[src/hdl/epoch_seconds_to_date_top_defines.svh]
// Assertion macros for the epoch seconds to date converter.
// Included by the top level; no other dependencies.
`ifndef EPOCH_SECONDS_TO_DATE_TOP_DEFINES_SVH
`define EPOCH_SECONDS_TO_DATE_TOP_DEFINES_SVH
`ifndef SYNTHESIS
// Same-cycle implication, disabled while reset is applied.
`define ES2D_ASSERT_IMPL(lbl, clk, rst_n, pre, post, msg) \
	lbl: assert property (@(posedge clk) disable iff (!rst_n) (pre) |-> (post)) \
		else $error(msg);
// Next-cycle implication, disabled while reset is applied.
`define ES2D_ASSERT_NEXT(lbl, clk, rst_n, pre, post, msg) \
	lbl: assert property (@(posedge clk) disable iff (!rst_n) (pre) |=> (post)) \
		else $error(msg);
`else
`define ES2D_ASSERT_IMPL(lbl, clk, rst_n, pre, post, msg)
`define ES2D_ASSERT_NEXT(lbl, clk, rst_n, pre, post, msg)
`endif
`endif

[src/hdl/es2d_pkg.sv]
// Constants and the month table for the epoch seconds to date converter.
// No dependencies; used by epoch_seconds_to_date_top.
package es2d_pkg;

	// Calendar constants.
	localparam int unsigned BaseYear  = 1970;
	localparam int unsigned DaysCycle = 1461;
	localparam int unsigned SecsDay   = 86400;
	localparam int unsigned SecsMin   = 60;
	localparam int unsigned Year2Day  = 730;
	localparam int unsigned Year3Day  = 1096;
	localparam int unsigned Year1Day  = 365;

	// Reciprocal multipliers. Each quotient is exact over the value range
	// that reaches it, since value times the rounding error stays below 2^shift.
	// Days: (seconds >> 7) / 675.
	localparam logic [25:0] DayRecip   = 26'd50903317;
	localparam int unsigned DayShift   = 35;
	// Cycles: days / 1461.
	localparam logic [15:0] CycRecip   = 16'd45934;
	localparam int unsigned CycShift   = 26;
	// Minutes: (seconds of day >> 2) / 15.
	localparam logic [14:0] MinRecip   = 15'd17477;
	localparam int unsigned MinShift   = 18;
	// Hours: (minutes of day >> 2) / 15.
	localparam logic [10:0] HourRecip  = 11'd1093;
	localparam int unsigned HourShift  = 14;

	// Month indexes (0 is January).
	localparam logic [3:0] MonJan = 4'd0;
	localparam logic [3:0] MonMar = 4'd2;
	localparam logic [3:0] MonDec = 4'd11;

	// First day of each month within the year, for a common year or, with leap set, a leap year.
	function automatic logic [8:0] month_start(input logic [3:0] idx, input logic leap);
		logic [8:0] base;
		case (idx)
			4'd0:    base = 9'd0;
			4'd1:    base = 9'd31;
			4'd2:    base = 9'd59;
			4'd3:    base = 9'd90;
			4'd4:    base = 9'd120;
			4'd5:    base = 9'd151;
			4'd6:    base = 9'd181;
			4'd7:    base = 9'd212;
			4'd8:    base = 9'd243;
			4'd9:    base = 9'd273;
			4'd10:   base = 9'd304;
			4'd11:   base = 9'd334;
			default: base = 9'd334;
		endcase
		// From March on, a leap year is one day further along.
		if (idx >= MonMar && idx <= MonDec) begin
			base = base + 9'(leap);
		end
		return base;
	endfunction

endpackage

[src/hdl/epoch_seconds_to_date_top.sv]
// Epoch seconds to calendar date and time of day, six-stage pipeline.
// Depends on es2d_pkg and epoch_seconds_to_date_top_defines.svh.
//
//  channel  dir  word                                   handshake
//  s_*      in   epoch seconds, 32 bits                 tvalid/tready
//  m_*      out  year, month, day, hour, minute         tvalid/tready
//
// One word enters per cycle while no stall holds the pipeline; each result appears
// on m_* once it has passed the registered stages s1 to s6. Every stage holds its
// own valid bit, so a bubble anywhere is filled while the output waits. Reset
// clears the valid bits only. A stalled output holds its stage, and each earlier
// stage stalls only when the stage after it is full and stalled.
`include "epoch_seconds_to_date_top_defines.svh"

module epoch_seconds_to_date_top (
	input  logic        clk,
	input  logic        arst_n,
	input  logic        s_tvalid,
	output logic        s_tready,
	input  logic [31:0] s_tdata,   // [31:0] epoch_seconds
	output logic        m_tvalid,
	input  logic        m_tready,
	output logic [31:0] m_tdata    // [11:0] year, [15:12] month, [20:16] day_of_month,
	                               // [25:21] hour, [31:26] minute
);

	// Stage valid bits and advance enables.
	logic vld_s1, vld_s2, vld_s3, vld_s4, vld_s5, vld_s6;
	logic adv_s1, adv_s2, adv_s3, adv_s4, adv_s5, adv_s6;

	// Stage payloads.
	logic [31:0] sec_s1;
	logic [31:0] sec_s2;
	logic [15:0] day_s2;
	logic [16:0] dsec_s3;
	logic [15:0] day_s3;
	logic [5:0]  cyc_s3;
	logic [10:0] yd_s4;
	logic [10:0] mins_s4;
	logic [5:0]  cyc_s4;
	logic [11:0] year_s5;
	logic [8:0]  ydy_s5;
	logic        leap_s5;
	logic [10:0] mins_s5;
	logic [4:0]  hour_s5;
	logic [11:0] year_s6;
	logic [3:0]  month_s6;
	logic [4:0]  dom_s6;
	logic [4:0]  hour_s6;
	logic [5:0]  minute_s6;

	// A stage moves when it is empty or the stage after it moves.
	assign adv_s6   = !vld_s6 || m_tready;
	assign adv_s5   = !vld_s5 || adv_s6;
	assign adv_s4   = !vld_s4 || adv_s5;
	assign adv_s3   = !vld_s3 || adv_s4;
	assign adv_s2   = !vld_s2 || adv_s3;
	assign adv_s1   = !vld_s1 || adv_s2;
	assign s_tready = adv_s1;

	// Valid bits.
	always_ff @(posedge clk or negedge arst_n) begin
		if (!arst_n) begin
			vld_s1 <= 1'b0;
			vld_s2 <= 1'b0;
			vld_s3 <= 1'b0;
			vld_s4 <= 1'b0;
			vld_s5 <= 1'b0;
			vld_s6 <= 1'b0;
		end else begin
			if (adv_s1) vld_s1 <= s_tvalid;
			if (adv_s2) vld_s2 <= vld_s1;
			if (adv_s3) vld_s3 <= vld_s2;
			if (adv_s4) vld_s4 <= vld_s3;
			if (adv_s5) vld_s5 <= vld_s4;
			if (adv_s6) vld_s6 <= vld_s5;
		end
	end

	// Stage 2: whole days, as (seconds >> 7) / 675.
	logic [50:0] day_prod;
	assign day_prod = 51'(sec_s1[31:7]) * 51'(es2d_pkg::DayRecip);

	// Stage 3: seconds of day and four-year cycle number.
	logic [31:0] dsec_full;
	logic [31:0] cyc_prod;
	assign dsec_full = sec_s2 - 32'(day_s2) * 32'(es2d_pkg::SecsDay);
	assign cyc_prod  = 32'(day_s2) * 32'(es2d_pkg::CycRecip);

	// Stage 4: day within the cycle and minutes of day.
	logic [15:0] yd_full;
	logic [31:0] mins_prod;
	assign yd_full   = day_s3 - 16'(32'(cyc_s3) * 32'(es2d_pkg::DaysCycle));
	assign mins_prod = 32'(dsec_s3[16:2]) * 32'(es2d_pkg::MinRecip);

	// Stage 5: year within the cycle, and hour of day.
	logic [1:0]  yoff;
	logic [10:0] ydy_full;
	logic        leap;
	logic [31:0] hour_prod;
	always_comb begin
		yoff     = 2'd0;
		ydy_full = yd_s4;
		leap     = 1'b0;
		if (yd_s4 >= 11'(es2d_pkg::Year3Day)) begin
			yoff     = 2'd3;
			ydy_full = yd_s4 - 11'(es2d_pkg::Year3Day);
		end else if (yd_s4 >= 11'(es2d_pkg::Year2Day)) begin
			yoff     = 2'd2;
			ydy_full = yd_s4 - 11'(es2d_pkg::Year2Day);
			leap     = 1'b1;
		end else if (yd_s4 >= 11'(es2d_pkg::Year1Day)) begin
			yoff     = 2'd1;
			ydy_full = yd_s4 - 11'(es2d_pkg::Year1Day);
		end
	end
	assign hour_prod = 32'(mins_s4[10:2]) * 32'(es2d_pkg::HourRecip);

	// Stage 6: month by threshold compare, day of month and minute.
	logic [3:0]  mon;
	logic [8:0]  mstart;
	logic [10:0] minute_full;
	always_comb begin
		mon = es2d_pkg::MonJan;
		for (int m = 1; m < 12; m++) begin
			if (ydy_s5 >= es2d_pkg::month_start(4'(m), leap_s5)) begin
				mon = 4'(m);
			end
		end
	end
	assign mstart      = es2d_pkg::month_start(mon, leap_s5);
	assign minute_full = mins_s5 - 11'(16'(hour_s5) * 16'(es2d_pkg::SecsMin));

	// Payload registers.
	always_ff @(posedge clk) begin
		if (adv_s1) begin
			sec_s1 <= s_tdata;
		end
		if (adv_s2) begin
			sec_s2 <= sec_s1;
			day_s2 <= day_prod[es2d_pkg::DayShift +: 16];
		end
		if (adv_s3) begin
			dsec_s3 <= dsec_full[16:0];
			day_s3  <= day_s2;
			cyc_s3  <= cyc_prod[es2d_pkg::CycShift +: 6];
		end
		if (adv_s4) begin
			yd_s4   <= yd_full[10:0];
			mins_s4 <= mins_prod[es2d_pkg::MinShift +: 11];
			cyc_s4  <= cyc_s3;
		end
		if (adv_s5) begin
			year_s5 <= 12'(es2d_pkg::BaseYear) + {4'd0, cyc_s4, 2'b00} + 12'(yoff);
			ydy_s5  <= ydy_full[8:0];
			leap_s5 <= leap;
			mins_s5 <= mins_s4;
			hour_s5 <= hour_prod[es2d_pkg::HourShift +: 5];
		end
		if (adv_s6) begin
			year_s6   <= year_s5;
			month_s6  <= mon + 4'd1;
			dom_s6    <= 5'(ydy_s5 - mstart + 9'd1);
			hour_s6   <= hour_s5;
			minute_s6 <= minute_full[5:0];
		end
	end

	// Output word.
	assign m_tvalid = vld_s6;
	assign m_tdata  = {minute_s6, hour_s6, dom_s6, month_s6, year_s6};

	// Checks on the divide steps, the result fields and the stall chain.
	`ES2D_ASSERT_IMPL(a_dsec_range, clk, arst_n, vld_s3, dsec_s3 < 17'd86400, "bad seconds of day")
	`ES2D_ASSERT_IMPL(a_yd_range, clk, arst_n, vld_s4, yd_s4 < 11'd1461, "bad day of cycle")
	`ES2D_ASSERT_IMPL(a_date, clk, arst_n, vld_s6, month_s6 - 4'd1 < 4'd12 && dom_s6 != 5'd0, "bad date")
	`ES2D_ASSERT_IMPL(a_time, clk, arst_n, vld_s6, hour_s6 < 5'd24 && minute_s6 < 6'd60, "bad time")
	`ES2D_ASSERT_NEXT(a_stall_hold, clk, arst_n, vld_s5 && !adv_s5, vld_s5, "stall lost word")

endmodule
[config.mk]
export PLATFORM = sky130hd
export DESIGN_NAME = epoch_seconds_to_date_top
export DESIGN_NICKNAME = d
export VERILOG_FILES = /design/src/hdl/es2d_pkg.sv /design/src/hdl/epoch_seconds_to_date_top.sv
export VERILOG_INCLUDE_DIRS = /design/src /design/src/hdl
export SDC_FILE = /design/constraint.sdc
export NUM_CORES = 1
export LEC_CHECK = 0
export ABC_AREA = 1
export BUFFER_PORTS_ARGS = -buffer_cell sky130_fd_sc_hd__buf_4
export CAP_MARGIN = 20
export CORE_MARGIN = 1
export CORE_UTILIZATION = 33
export DETAILED_ROUTE_END_ITERATION = 6
export HOLD_SLACK_MARGIN = 0.15
export PLACE_DENSITY_LB_ADDON = 0.25
export SETUP_SLACK_MARGIN = 0.1
export SYNTH_ARGS = -nofsm -noshare
export SYNTH_HDL_FRONTEND = slang
export SYNTH_SLANG_ARGS = --single-unit
[constraint.sdc]
create_clock -name clk -period 6.4 [get_ports clk]
set_clock_uncertainty 0.15 [all_clocks]
set_input_delay 1.28 -clock clk [delete_from_list [all_inputs] [get_ports clk]]
set_output_delay 1.28 -clock clk [all_outputs]
set_load 0.005 [all_outputs]
---- Word-level counts from Yosys, hierarchy flattened ----
Memory sizes are Yosys's and may differ from the RTL's.
Cells that the tools add are included.
storage, ports and cells
  output and inout port bits .............. 34
  bits in read-only memories .............. 144
  memories kept ........................... 1
  bits of input ports ..................... 36
  logic and storage cells ................. 103
  flip-flop bits (word level) ............. 198
memory list
  memory            depth  bits a word  rd ports  clocked after Yosys merged registers in  wr ports  line            text
  (name not given)  16     9            1         0                                        0         es2d_pkg.sv:37  case (idx)
cells by class
  add/subtract/negate cells ............... 22
  muxes and demuxes ....................... 19
  $mul .................................... 7
  reductions and logical operators ........ 13
  $lt $le $gt $ge ......................... 16
operators by type and width
  operator                                                                                count
  9-bit greater-or-equal comparator                                                       7
  25-bit by 26-bit multiplier with 51-bit output (second input constant)                  1
  4-bit 2-to-1 mux                                                                        10
  8-bit by 1-bit adder with 9-bit output (first input constant)                           4
  16-bit by 15-bit multiplier with 31-bit output (second input constant)                  1
  15-bit by 15-bit multiplier with 29-bit output (second input constant)                  1
  9-bit by 1-bit adder with 9-bit output (first input constant)                           3
  9-bit 2-to-1 mux                                                                        3
  9-bit by 11-bit multiplier with 19-bit output (second input constant)                   1
  9-bit by 8-bit greater-or-equal comparator with 1-bit output                            2
  17-bit subtractor                                                                       1
  7-bit by 1-bit adder with 8-bit output (first input constant)                           2
  16-bit by 10-bit multiplier with 10-bit output (second input constant)                  1
  11-bit by 8-bit adder with 12-bit output (first input constant)                         1
  12-bit by 2-bit adder with 12-bit output                                                1
  11-bit by 10-bit greater-or-equal comparator with 1-bit output (second input constant)  1
  11-bit greater-or-equal comparator (second input constant)                              1
  11-bit by 9-bit greater-or-equal comparator with 1-bit output (second input constant)   1
  6-bit by 11-bit multiplier with 11-bit output (second input constant)                   1
  11-bit subtractor                                                                       1
  9-bit by 5-bit greater-or-equal comparator with 1-bit output (second input constant)    1
  9-bit by 7-bit greater-or-equal comparator with 1-bit output                            1
  9-bit by 7-bit subtractor with 9-bit output (second input constant)                     1
  9-bit by 8-bit subtractor with 9-bit output (second input constant)                     1
  other kinds (16)                                                                        29

---- Longest topological paths before layout ----
Gate-level depths: netlist (run 1).
  depth after elaboration ................. 17
  mapped depth ............................ 37
  depth with buffers taken out ............ 37

---- Least setup slack after synthesis (run 1) ----
No wires, ideal clock.
  path kind ............................... in2out
  start ................................... in m_tready
  end ..................................... out s_tready
  slack ................................... -0.167 ns
  path buffers ............................ 0
  data arrival time ....................... 5.137 ns
  cell stages on the path ................. 10
  data required time ...................... 4.970 ns
  cells stage by stage .................... nor2_1 > inv_1 > nor2_1 > inv_1 > nor2_1 > inv_1 > nor2_1 > inv_1 > nor2_1 > nand2_1
on the way
  word-level cells in the longest chain between the ends .. 6
RTL lines
  item                line                             text
  start: declaration  epoch_seconds_to_date_top.sv:22  input logic m_tready,
  1-bit logical OR    epoch_seconds_to_date_top.sv:53  assign adv_s6 = !vld_s6 || m_tready;
  net adv_s6          epoch_seconds_to_date_top.sv:29  logic adv_s1, adv_s2, adv_s3, adv_s4, adv_s5, adv_s6;
  1-bit logical OR    epoch_seconds_to_date_top.sv:54  assign adv_s5 = !vld_s5 || adv_s6;
  net adv_s5          epoch_seconds_to_date_top.sv:29
  1-bit logical OR    epoch_seconds_to_date_top.sv:55  assign adv_s4 = !vld_s4 || adv_s5;
  net adv_s4          epoch_seconds_to_date_top.sv:29
  1-bit logical OR    epoch_seconds_to_date_top.sv:56  assign adv_s3 = !vld_s3 || adv_s4;
  net adv_s3          epoch_seconds_to_date_top.sv:29
  1-bit logical OR    epoch_seconds_to_date_top.sv:57  assign adv_s2 = !vld_s2 || adv_s3;
  1-bit logical OR    epoch_seconds_to_date_top.sv:58  assign adv_s1 = !vld_s1 || adv_s2;
  end: declaration    epoch_seconds_to_date_top.sv:19  output logic s_tready,
The timed path passes the listed nets, and every way through them passes these cells.

---- Final worst setup path (run 1) ----
  start ................................... reg sec_s1[21]
  end ..................................... reg day_s2[6] (data pin)
on the way
  word-level cells in the longest chain between the ends .. 1
RTL lines
  item                                            line                              text
  start: declaration                              epoch_seconds_to_date_top.sv:32   logic [31:0] sec_s1;
  start signal: assignment                        epoch_seconds_to_date_top.sv:137  sec_s1 <= s_tdata;
  25-bit by 26-bit multiplier with 51-bit output  epoch_seconds_to_date_top.sv:82   assign day_prod = 51'(sec_s1[31:7]) * 51'(es2d_pkg::DayRecip);
  net day_prod[41]                                epoch_seconds_to_date_top.sv:81   logic [50:0] day_prod;
  end signal: assignment                          epoch_seconds_to_date_top.sv:141  day_s2 <= day_prod[es2d_pkg::DayShift +: 16];
  end: declaration                                epoch_seconds_to_date_top.sv:34   logic [15:0] day_s2;
The timed path passes the listed nets, and every way through them passes these cells.
A chain may end at the register's enable or synchronous reset.

==> results by group, run 1 <==
Flow run
  – Max Cap Viol: 0

Clock tree
  – H-tree depth: 4
  – Clock sink total: 192
  – Number of buffers created by CTS: 17
  – CTS Buffer Depth: 2
  – Worst-path clk slew: 0.08 ns
  – Clk_lat worst skew: 0.50 ns
  – CTS tree: yes
  – Root Driver: clkbuf_16

Synthesis
  – Synth Register Bits: 192
  – Largest family of logic cells by synthesized area: adder cells
  – Synth Net Count: 3768
  – Synth Area in XOR/XNOR: 3.41%
  – Most used DFF post-synth: edfxtp_1
  – Post-synth EDFFs: 186
  – Mux cell area share after synthesis: 0.0361%
  – Post-Synth Simple-Gate Area: 7.04%
  – Post-Synthesis Cells: 2775
  – Synthesized cell area: 27700 um^2
  – Compound-cell area share of the yosys netlist: 6.18%
  – Post-synthesis async set-or-reset flop share: 3.13%
  – Sequential area share after synthesis: 20.7%
  – Adder-Cell Fraction of Synth Area: 52.1%
  – Unique masters post-synth: 57
  – Synthesized area per cell: 9.99 um^2
  – Synthesis warning total: 0

Setup path
  – Largest stage delay on the critical path: 0.57 ns
  – CP cell instances: fa_1 > inv_1 > fa_1 > inv_2 > ha_4 > fa_1 > fa_1 > fa_1 > inv_1 > fa_1 > inv_2 > ha_4 > buf_4 > a21o_1 > nand2_1 > nand3_1 > a31oi_1 > o211ai_1 > buf_4 > nand2_1 > nand3_2 > buf_4 > xor2_1
  – Worst endpoint data arrival time: 6.18 ns
  – Critical Path End Type: flop
  – Largest fanout on the critical path: 4
  – Startpoint class of the critical path: flop
  – WS Path Type: reg2reg
  – Most used cell, CP: fa_1
  – CP max stage cell: fa_1
  – Crit path buf inv count: 7
  – Cell class contributing the biggest share of worst-path delay: adder cells
  – CP required: 6.50 ns

Routing
  – Drt initial violations: 689
  – Routed Wire Length: 58700 um
  – Avg WL per Cell: 14.6 um
  – DRC Markers: 0
  – DR vias/cell: 4.46
  – TritonRoute pass-1 iters: 5
  – ANT nets after route: 0
  – Vias: 17900

Final layout
  – Layout Nets: 3936
  – N_diodes: 0
  – Ratio of cells with drive above 1 in the final layout: 10.1%
  – Leading cell types in the layout, fill and taps excluded: 751 x inv_1, 606 x ha_1, 321 x fa_1
  – Most common cell after layout, fill and taps aside: inv_1
  – Area delta synth->final: 12.7%

STA
  – Final period utilization: 95.0%
  – Rel. slew slack: 46.5%
  – Slew Viols, Final: 0
  – RSZ-0062 raised after global routing: yes
  – Max Clock Freq: 0.164 GHz
  – Final Hold Fails: 0
  – Setup TNS: 0 ns
  – Worst Tran Pin Value: 0.793 ns
  – Tmin final: 6.08 ns
  – Setup Viol. Count Final: 0

Die
  – # rows: 105
  – Die Height: 292 um
  – Core Region: 82600 um^2
  – Die Area: 85200 um^2
  – I/O pin total: 70
  – Starting density of the core: 33.5%
  – Die X-Extent: 292 um

Placed design
  – Placer Congestion: 0.882
  – DPL Wire Length: 50900 um
  – Buffers on Ports: 67

Global routing
  – Initial antenna violation count: 0
  – Pin count of the biggest net entering global routing: 35
  – First-pass GRT wire length: 97400 um
  – Total Routing Usage GR: 14.5%
  – Vias in the first global route: 19200
  – Grt total ovfl: 0

Worst hold path
  – Worst hold path class: reg2reg

Outcome
  – Status: completed
==> Yosys cell counts, types with 2 or more instances <==
| cell type | n | area share (%) |
|---|---|---|
| nor2_1 | 113 | 1.5 |
| o21bai_1 | 14 | 0.38 |
| o221a_2 | 2 | 0.081 |
| inv_2 | 6 | 0.081 |
| nand2_2 | 8 | 0.18 |
| nor3_1 | 14 | 0.25 |
| o211ai_1 | 12 | 0.33 |
| fa_1 | 328 | 24 |
| o2111ai_1 | 2 | 0.063 |
| a21oi_1 | 142 | 2.6 |
| a211oi_1 | 5 | 0.14 |
| o21ai_1 | 5 | 0.090 |
| nand3_1 | 43 | 0.78 |
| nand2_4 | 2 | 0.081 |
| xor2_1 | 67 | 2.1 |
| buf_6 | 3 | 0.12 |
| o21ai_2 | 2 | 0.063 |
| or2_2 | 4 | 0.090 |
| a31oi_1 | 11 | 0.25 |
| nand4_1 | 20 | 0.45 |
| xnor2_1 | 41 | 1.3 |
| nand3_2 | 7 | 0.25 |
| nor4_1 | 8 | 0.18 |
| and3_1 | 2 | 0.045 |
| or2_0 | 2 | 0.045 |
| o31ai_1 | 2 | 0.054 |
| o22ai_1 | 2 | 0.045 |
| dfrtp_1 | 6 | 0.54 |
| inv_1 | 761 | 10 |
| edfxtp_1 | 186 | 20 |
| a21o_1 | 10 | 0.27 |
| o21a_1 | 6 | 0.16 |
| o221ai_1 | 2 | 0.063 |
| o21ai_0 | 65 | 1.2 |
| ha_1 | 629 | 28 |
| nand2_1 | 222 | 3.0 |
==> metrics by stage <==
stage	instances	setup slack [ns]	instance area (um^2)	utilization, %	hold slack [ns]
after floorplan	2775	0.307	27700	-	0.250
after detailed placement	3971	0.00725	30000	36.3	0.255
final	4026	0.317	31200	37.8	0.265
after global placement	3971	0.0730	30000	36.3	0.250
after global routing	4026	0.0601	31200	37.8	0.280
after CTS	4010	0.115	30700	37.1	0.267
==> worst paths after layout <==
| kind | slack [ns] | cells past startpoint | to | from |
|---|---|---|---|---|
| max reg2reg | 0.32 | 23 | day_s2[6] | sec_s1[21] |
| max | 0.32 | 23 | day_s2[6] | sec_s1[21] |
| min in group asynchronous | 0.44 | 1 | vld_s5 | arst_n |
| max in group asynchronous | 5.54 | 1 | m_tvalid | arst_n |
| min reg2reg | 0.27 | 0 | dsec_s3[4] | sec_s2[4] |
| min | 0.27 | 0 | dsec_s3[4] | sec_s2[4] |
==> routing by layer <==
layer / share of wire (%) / GRT usage [%] / wire length [um] / up-vias
met3: 3.1 / 2.52 / 1800 / 42
met4: 1.7 / 3.74 / 969 / 0
met1: 47 / 18.7 / 27800 / 8480
met2: 48 / 25.1 / 28100 / 207
li1: - / - / - / 9215
met5: 0 / 0 / 0 / -
==> sequential cells by signal, summed over array words and instances, names as in the netlist, 9 cells and up <==
name	cells
day_s2	16
sec_s1	30
day_s3	11
yd_s4	11
year_s5	12
ydy_s5	9
sec_s2	15
dsec_s3	15
mins_s4	11
year_s6	12
==> area by class of cell <==
| type | instances | area (um^2) |
|---|---|---|
| Clock buffer | 19 | 433 |
| Clock inverter | 13 | 174 |
| Fill cell | 8272 | 51400 |
| Inverter | 768 | 2890 |
| Multi-Input combinational cell | 1811 | 19500 |
| Sequential cell | 192 | 5740 |
| Tap cell | 1070 | 1340 |
| Timing Repair Buffer | 153 | 1160 |
==> logic make-up (layout without fill, tap and decap cells) <==
| kind of cell | after synthesis | in the layout |
|---|---|---|
| AO/OA/AOI/OAI | 294 | 294 |
| XOR/XNOR | 108 | 108 |
| adder cells (fa/ha/maj) | 957 | 957 |
| buffers and inverters | 772 | 953 |
| flip-flops | 192 | 192 |
| multiplexers | 1 | 1 |
| AND/OR/NAND/NOR | 451 | 451 |
==> what timing repair did <==
action | CTS | global route
resized for setup | 7 | 91
pin swaps | 6 | 49
setup buffers | 7 | 16
hold buffers | 0 | 0
setup endpoints to repair | 7 | 12
Power of run 1 is left out: the tool's default activity adds up to more than one toggle a clock period on the data nets, which glitch-free logic cannot reach.
==> run 2, diff against run 1 <==
--- a/config.mk
+++ b/config.mk
@@ -10,9 +10,10 @@
 export BUFFER_PORTS_ARGS = -buffer_cell sky130_fd_sc_hd__buf_4
 export CAP_MARGIN = 20
 export CORE_MARGIN = 1
-export CORE_UTILIZATION = 33
+export CORE_UTILIZATION = 59
 export DETAILED_ROUTE_END_ITERATION = 6
 export HOLD_SLACK_MARGIN = 0.15
+export MAX_ROUTING_LAYER = met4
 export PLACE_DENSITY_LB_ADDON = 0.25
 export SETUP_SLACK_MARGIN = 0.1
 export SYNTH_ARGS = -nofsm -noshare
==> results by group, run 2 (synthesis gave the netlist of run 1 again) <==
Worst hold path
  – Worst hold path class: reg2reg

Clock tree
  – CTS Buffer Depth: 2
  – Root Driver: clkbuf_16
  – Clk_lat worst skew: 0.49 ns
  – H-tree depth: 4
  – Clock sink total: 192
  – CTS tree: yes
  – Worst-path clk slew: 0.08 ns
  – Number of buffers created by CTS: 17

Global routing
  – Vias in the first global route: 20100
  – GRT met3 Usage: 3.10%
  – Pin count of the biggest net entering global routing: 35
  – Total Routing Usage GR: 27.1%
  – First-pass GRT wire length: 97700 um
  – Initial antenna violation count: 0
  – Met1 GRT Util: 31.0%
  – GRT Max-Usage Layer: met2
  – Grt total ovfl: 0
  – M2 GR Usage: 49.3%

STA
  – Slew Viols, Final: 0
  – Final Hold Slack: 0.270 ns
  – Final period utilization: 96.2%
  – Max Clock Freq: 0.162 GHz
  – RSZ-0062 raised after global routing: no
  – Rel. slew slack: 47.4%
  – Worst Tran Pin Value: 0.778 ns
  – Setup Viol. Count Final: 0
  – Tmin final: 6.15 ns
  – Final Hold Fails: 0
  – Setup TNS: 0 ns

Final layout
  – Biggest regs: sec_s1: 30 flops, day_s2: 16 flops
  – Reg with most FFs: sec_s1
  – Most common cell after layout, fill and taps aside: inv_1
  – Layout Nets: 3930
  – Design Area, Final: 30700 um^2
  – Post-layout util: 66.0%
  – Leading cell types in the layout, fill and taps excluded: 754 x inv_1, 604 x ha_1, 321 x fa_1
  – Ratio of cells with drive above 1 in the final layout: 9.97%
  – N_diodes: 0
  – Max reg flops: 30
  – Area delta synth->final: 10.6%

Setup path
  – Largest fanout on the critical path: 5
  – Startpoint class of the critical path: flop
  – Worst endpoint data arrival time: 6.24 ns
  – CP required: 6.48 ns
  – Critical Path End Type: flop
  – WS Path Type: reg2reg

Routing
  – ANT nets after route: 0
  – DRC Markers: 0
  – DR vias/cell: 5.30
  – Vias: 18900
  – Drt initial violations: 700
  – TritonRoute pass-1 iters: 5
  – Avg WL per Cell: 16.7 um
  – Routed Wire Length: 59400 um

Flow run
  – Max Cap Viol: 0

Placed design
  – DPL Wire Length: 50800 um
  – Placed Area: 29300 um^2
  – Placer Congestion: 1.01
  – Buffers on Ports: 67

Die
  – Die Height: 219 um
  – Die Area: 47800 um^2
  – Core Region: 46500 um^2
  – # rows: 79
  – I/O pin total: 70
  – Starting density of the core: 59.7%
  – Die X-Extent: 219 um

Outcome
  – Status: completed
run 2: changes by cell type in the layout (fill, tap and decap cells not counted), sizes merged:
| cell | delta |
|---|---|
| buf | -6 |
| bufinv | -3 |
| clkbuf | -2 |
| clkinv | -1 |
| clkinvlp | +4 |
| inv | +2 |
run 2: final cells by class:
cell class | instances | area (um^2)
multi-input combinational | 1811 | 19600
fill | 3670 | 15800
sequential | 192 | 5740
inverter | 768 | 2890
timing repair buffer | 147 | 1150
tap | 607 | 759
clock buffer | 17 | 425
clock inverter | 15 | 128
run 2: what timing repair did:
action / 4_1_cts / 5_1_grt
endpoints found under the setup margin: 8 / 11
cloned: 0 / 0
resized for setup: 8 / 92
buffers inserted: 1 / 26
pin swaps: 0 / 50
hold buffers: 0 / 0
run 2: worst max-delay path, stage by stage, from the launching register on:
cell	delay, ns
edfxtp_1	0.55
fa_1	0.58
inv_2	0.04
fa_1	0.51
inv_2	0.09
ha_4	0.12
inv_1	0.04
fa_1	0.48
inv_1	0.06
fa_1	0.49
fa_1	0.49
inv_1	0.05
fa_1	0.52
inv_2	0.05
ha_4	0.24
a21oi_1	0.23
o21ai_0	0.19
a21oi_1	0.16
nand2_1	0.08
a21oi_1	0.26
o21ai_1	0.19
nand3_1	0.11
nand3_1	0.08
xor2_1	0.15
run 2: per-layer routing:
| metal | part of all wire, % | vias to the layer above |
|---|---|---|
| met4 | 3.0 | 0 |
| met3 | 3.4 | 104 |
| met5 | 0 | - |
| li1 | - | 9213 |
| met1 | 41 | 9178 |
| met2 | 52 | 367 |
run 2: path summary, 6_finish.rpt:
path,cells after the start,startpoint,end,slack (ns)
max in group asynchronous,1,arst_n,vld_s2,5.51
worst max register to register,23,sec_s1[12],day_s2[12],0.25
min in group asynchronous,1,arst_n,m_tvalid,0.45
worst min register to register,0,year_s5[0],year_s6[0],0.27
worst max-delay path,23,sec_s1[12],day_s2[12],0.25
worst min-delay path,0,year_s5[0],year_s6[0],0.27
run 2: through the flow:
| step | worst slack [ns] | cells |
|---|---|---|
| 6_report | 0.245 | 3557 |
| 3_5_place_dp | -0.0245 | 3497 |
| 4_1_cts | 0.0906 | 3530 |
| 5_1_grt | 0.0285 | 3557 |
| 2_1_floorplan | 0.307 | 2775 |
| 3_3_place_gp | 0.0352 | 3497 |
Power of run 2 is left out for the same reason.
==> run 3, diff against run 2 <==
--- a/config.mk
+++ b/config.mk
@@ -12,6 +12,7 @@
 export CORE_MARGIN = 1
 export CORE_UTILIZATION = 59
 export DETAILED_ROUTE_END_ITERATION = 6
+export GPL_TIMING_DRIVEN = 0
 export HOLD_SLACK_MARGIN = 0.15
 export MAX_ROUTING_LAYER = met4
 export PLACE_DENSITY_LB_ADDON = 0.25
==> results by group, run 3 (synthesis gave the netlist of run 1 again) <==
Worst hold path
  – Hold depth: 0
  – Hold Startpoint: year_s5[4]
  – Worst hold path class: reg2reg

Setup path
  – Origin of the worst setup path: sec_s1[12]
  – Critical R2R Launch: sec_s1[12]
  – Critical Path End Type: flop
  – Worst endpoint data arrival time: 6.33 ns
  – Reg2reg setup slack: 0.15 ns
  – Largest fanout on the critical path: 4
  – WS Path Type: reg2reg
  – Startpoint class of the critical path: flop
  – Length in cells of the worst reg-to-reg path: 24
  – CP required: 6.48 ns

STA
  – Rel. slew slack: 45.0%
  – Worst Tran Pin Value: 0.820 ns
  – Final Hold Fails: 0
  – Tmin final: 6.25 ns
  – Max Clock Freq: 0.160 GHz
  – Setup Viol. Count Final: 0
  – Slew Viols, Final: 0
  – Final period utilization: 97.6%
  – RSZ-0062 raised after global routing: yes

Routing
  – Vias: 18700
  – TritonRoute pass-1 iters: 5
  – Drt initial violations: 811
  – DRC Markers: 0
  – ANT nets after route: 0
  – Routed Wire Length: 60400 um
  – Avg WL per Cell: 17.0 um
  – DR vias/cell: 5.27

Final layout
  – Reg with most FFs: sec_s1
  – Max reg flops: 30
  – Non-Filler Instances: 3555
  – Ratio of cells with drive above 1 in the final layout: 9.98%
  – Post-layout util: 66.1%
  – Multi-input gate area: 19500 um^2
  – Leading cell types in the layout, fill and taps excluded: 746 x inv_1, 611 x ha_1, 325 x fa_1
  – Area occupied by registers: 5740 um^2
  – Biggest regs: sec_s1: 30 flops, day_s2: 16 flops
  – Fill cells: 3671
  – Area delta synth->final: 10.8%
  – Most common cell after layout, fill and taps aside: inv_1
  – Layout Nets: 3927

Placed design
  – DPL Wire Length: 49500 um
  – Placer Congestion: 0.932
  – Buffers on Ports: 67
  – Placed cell count: 3452

Clock tree
  – Root Driver: clkbuf_16
  – CTS Buffer Depth: 2
  – Worst-path clk slew: 0.08 ns
  – CTS tree: yes
  – Clock sink total: 192
  – H-tree depth: 4
  – Clk_lat worst skew: 0.49 ns
  – Number of buffers created by CTS: 17

Die
  – I/O pin total: 70
  – Core Region: 46500 um^2
  – Die Area: 47800 um^2
  – Die Height: 219 um
  – Starting density of the core: 59.7%
  – # rows: 79
  – Die X-Extent: 219 um

Global routing
  – Grt total ovfl: 0
  – Pin count of the biggest net entering global routing: 33
  – Total Routing Usage GR: 27.8%
  – First-pass GRT wire length: 100000 um
  – Initial antenna violation count: 1
  – Vias in the first global route: 20400

Flow run
  – Max Cap Viol: 0

Outcome
  – Status: completed
[run 3: cell type report]
cell class                 count  area share (%)
multi-input combinational   1811            63.5
sequential                   192            18.7
inverter                     768            9.41
timing repair buffer         139            3.75
tap                          607            2.47
clock buffer                  17            1.38
clock inverter                15           0.660
buffer                         4           0.122
timing repair inverter         1          0.0163
antenna                        1         0.00814
[run 3: per-layer routing]
layer  up-vias  routed length (um)  global-route usage [%]  share of wire, %
met5         -                   0                       -                 0
met4         0                1840                    9.40               3.0
met3       113                1850                    2.88               3.1
met2       347               31700                    50.3                52
met1      9082               25000                    32.0                41
li1       9196                   -                       -                 -
[run 3: final timing paths]
path	endpoint
setup reg to reg	day_s2[14]
setup / recovery	day_s2[14]
hold / removal	year_s6[4]
hold reg to reg	year_s6[4]
max in group asynchronous	vld_s1
min in group asynchronous	m_tvalid
[run 3: metrics by stage]
stage	hold slack (ns)	TNS, ns	setup WS [ns]	area (um^2)
after detailed placement	0.256	-6.25	-0.664	29100
after global placement	0.253	-20.06	-1.24	29000
after CTS	0.275	0	0.0671	30300
final	0.273	0	0.152	30700
after floorplan	0.250	0	0.307	27700
after global routing	0.279	-0.0106	-0.0106	30700
[run 3: what timing repair did]
action / in CTS / in global routing
pin swaps: 19 / 47
cloned: 1 / 0
gates resized for setup: 31 / 74
hold buffers: 0 / 0
endpoints found under the setup margin: 17 / 13
hold endpoints to repair: 0 / 0
buffers inserted: 55 / 13
[run 3: worst max-delay path: stages, from the launching register on]
cell and delay (ns):
edfxtp_1 0.53, buf_6 0.19, fa_1 0.52, inv_2 0.04
fa_1 0.55, inv_2 0.05, ha_4 0.21, fa_1 0.50
inv_1 0.06, fa_1 0.47, fa_1 0.54, inv_2 0.05
fa_2 0.48, ha_4 0.32, nand2_2 0.08, nor2_4 0.13
nand2_2 0.08, nor3_2 0.20, nand2_1 0.09, o211ai_1 0.16
buf_4 0.17, nand2_2 0.07, nand3_4 0.09, a21oi_2 0.07
xor2_1 0.16
Power of run 3 is left out for the same reason.
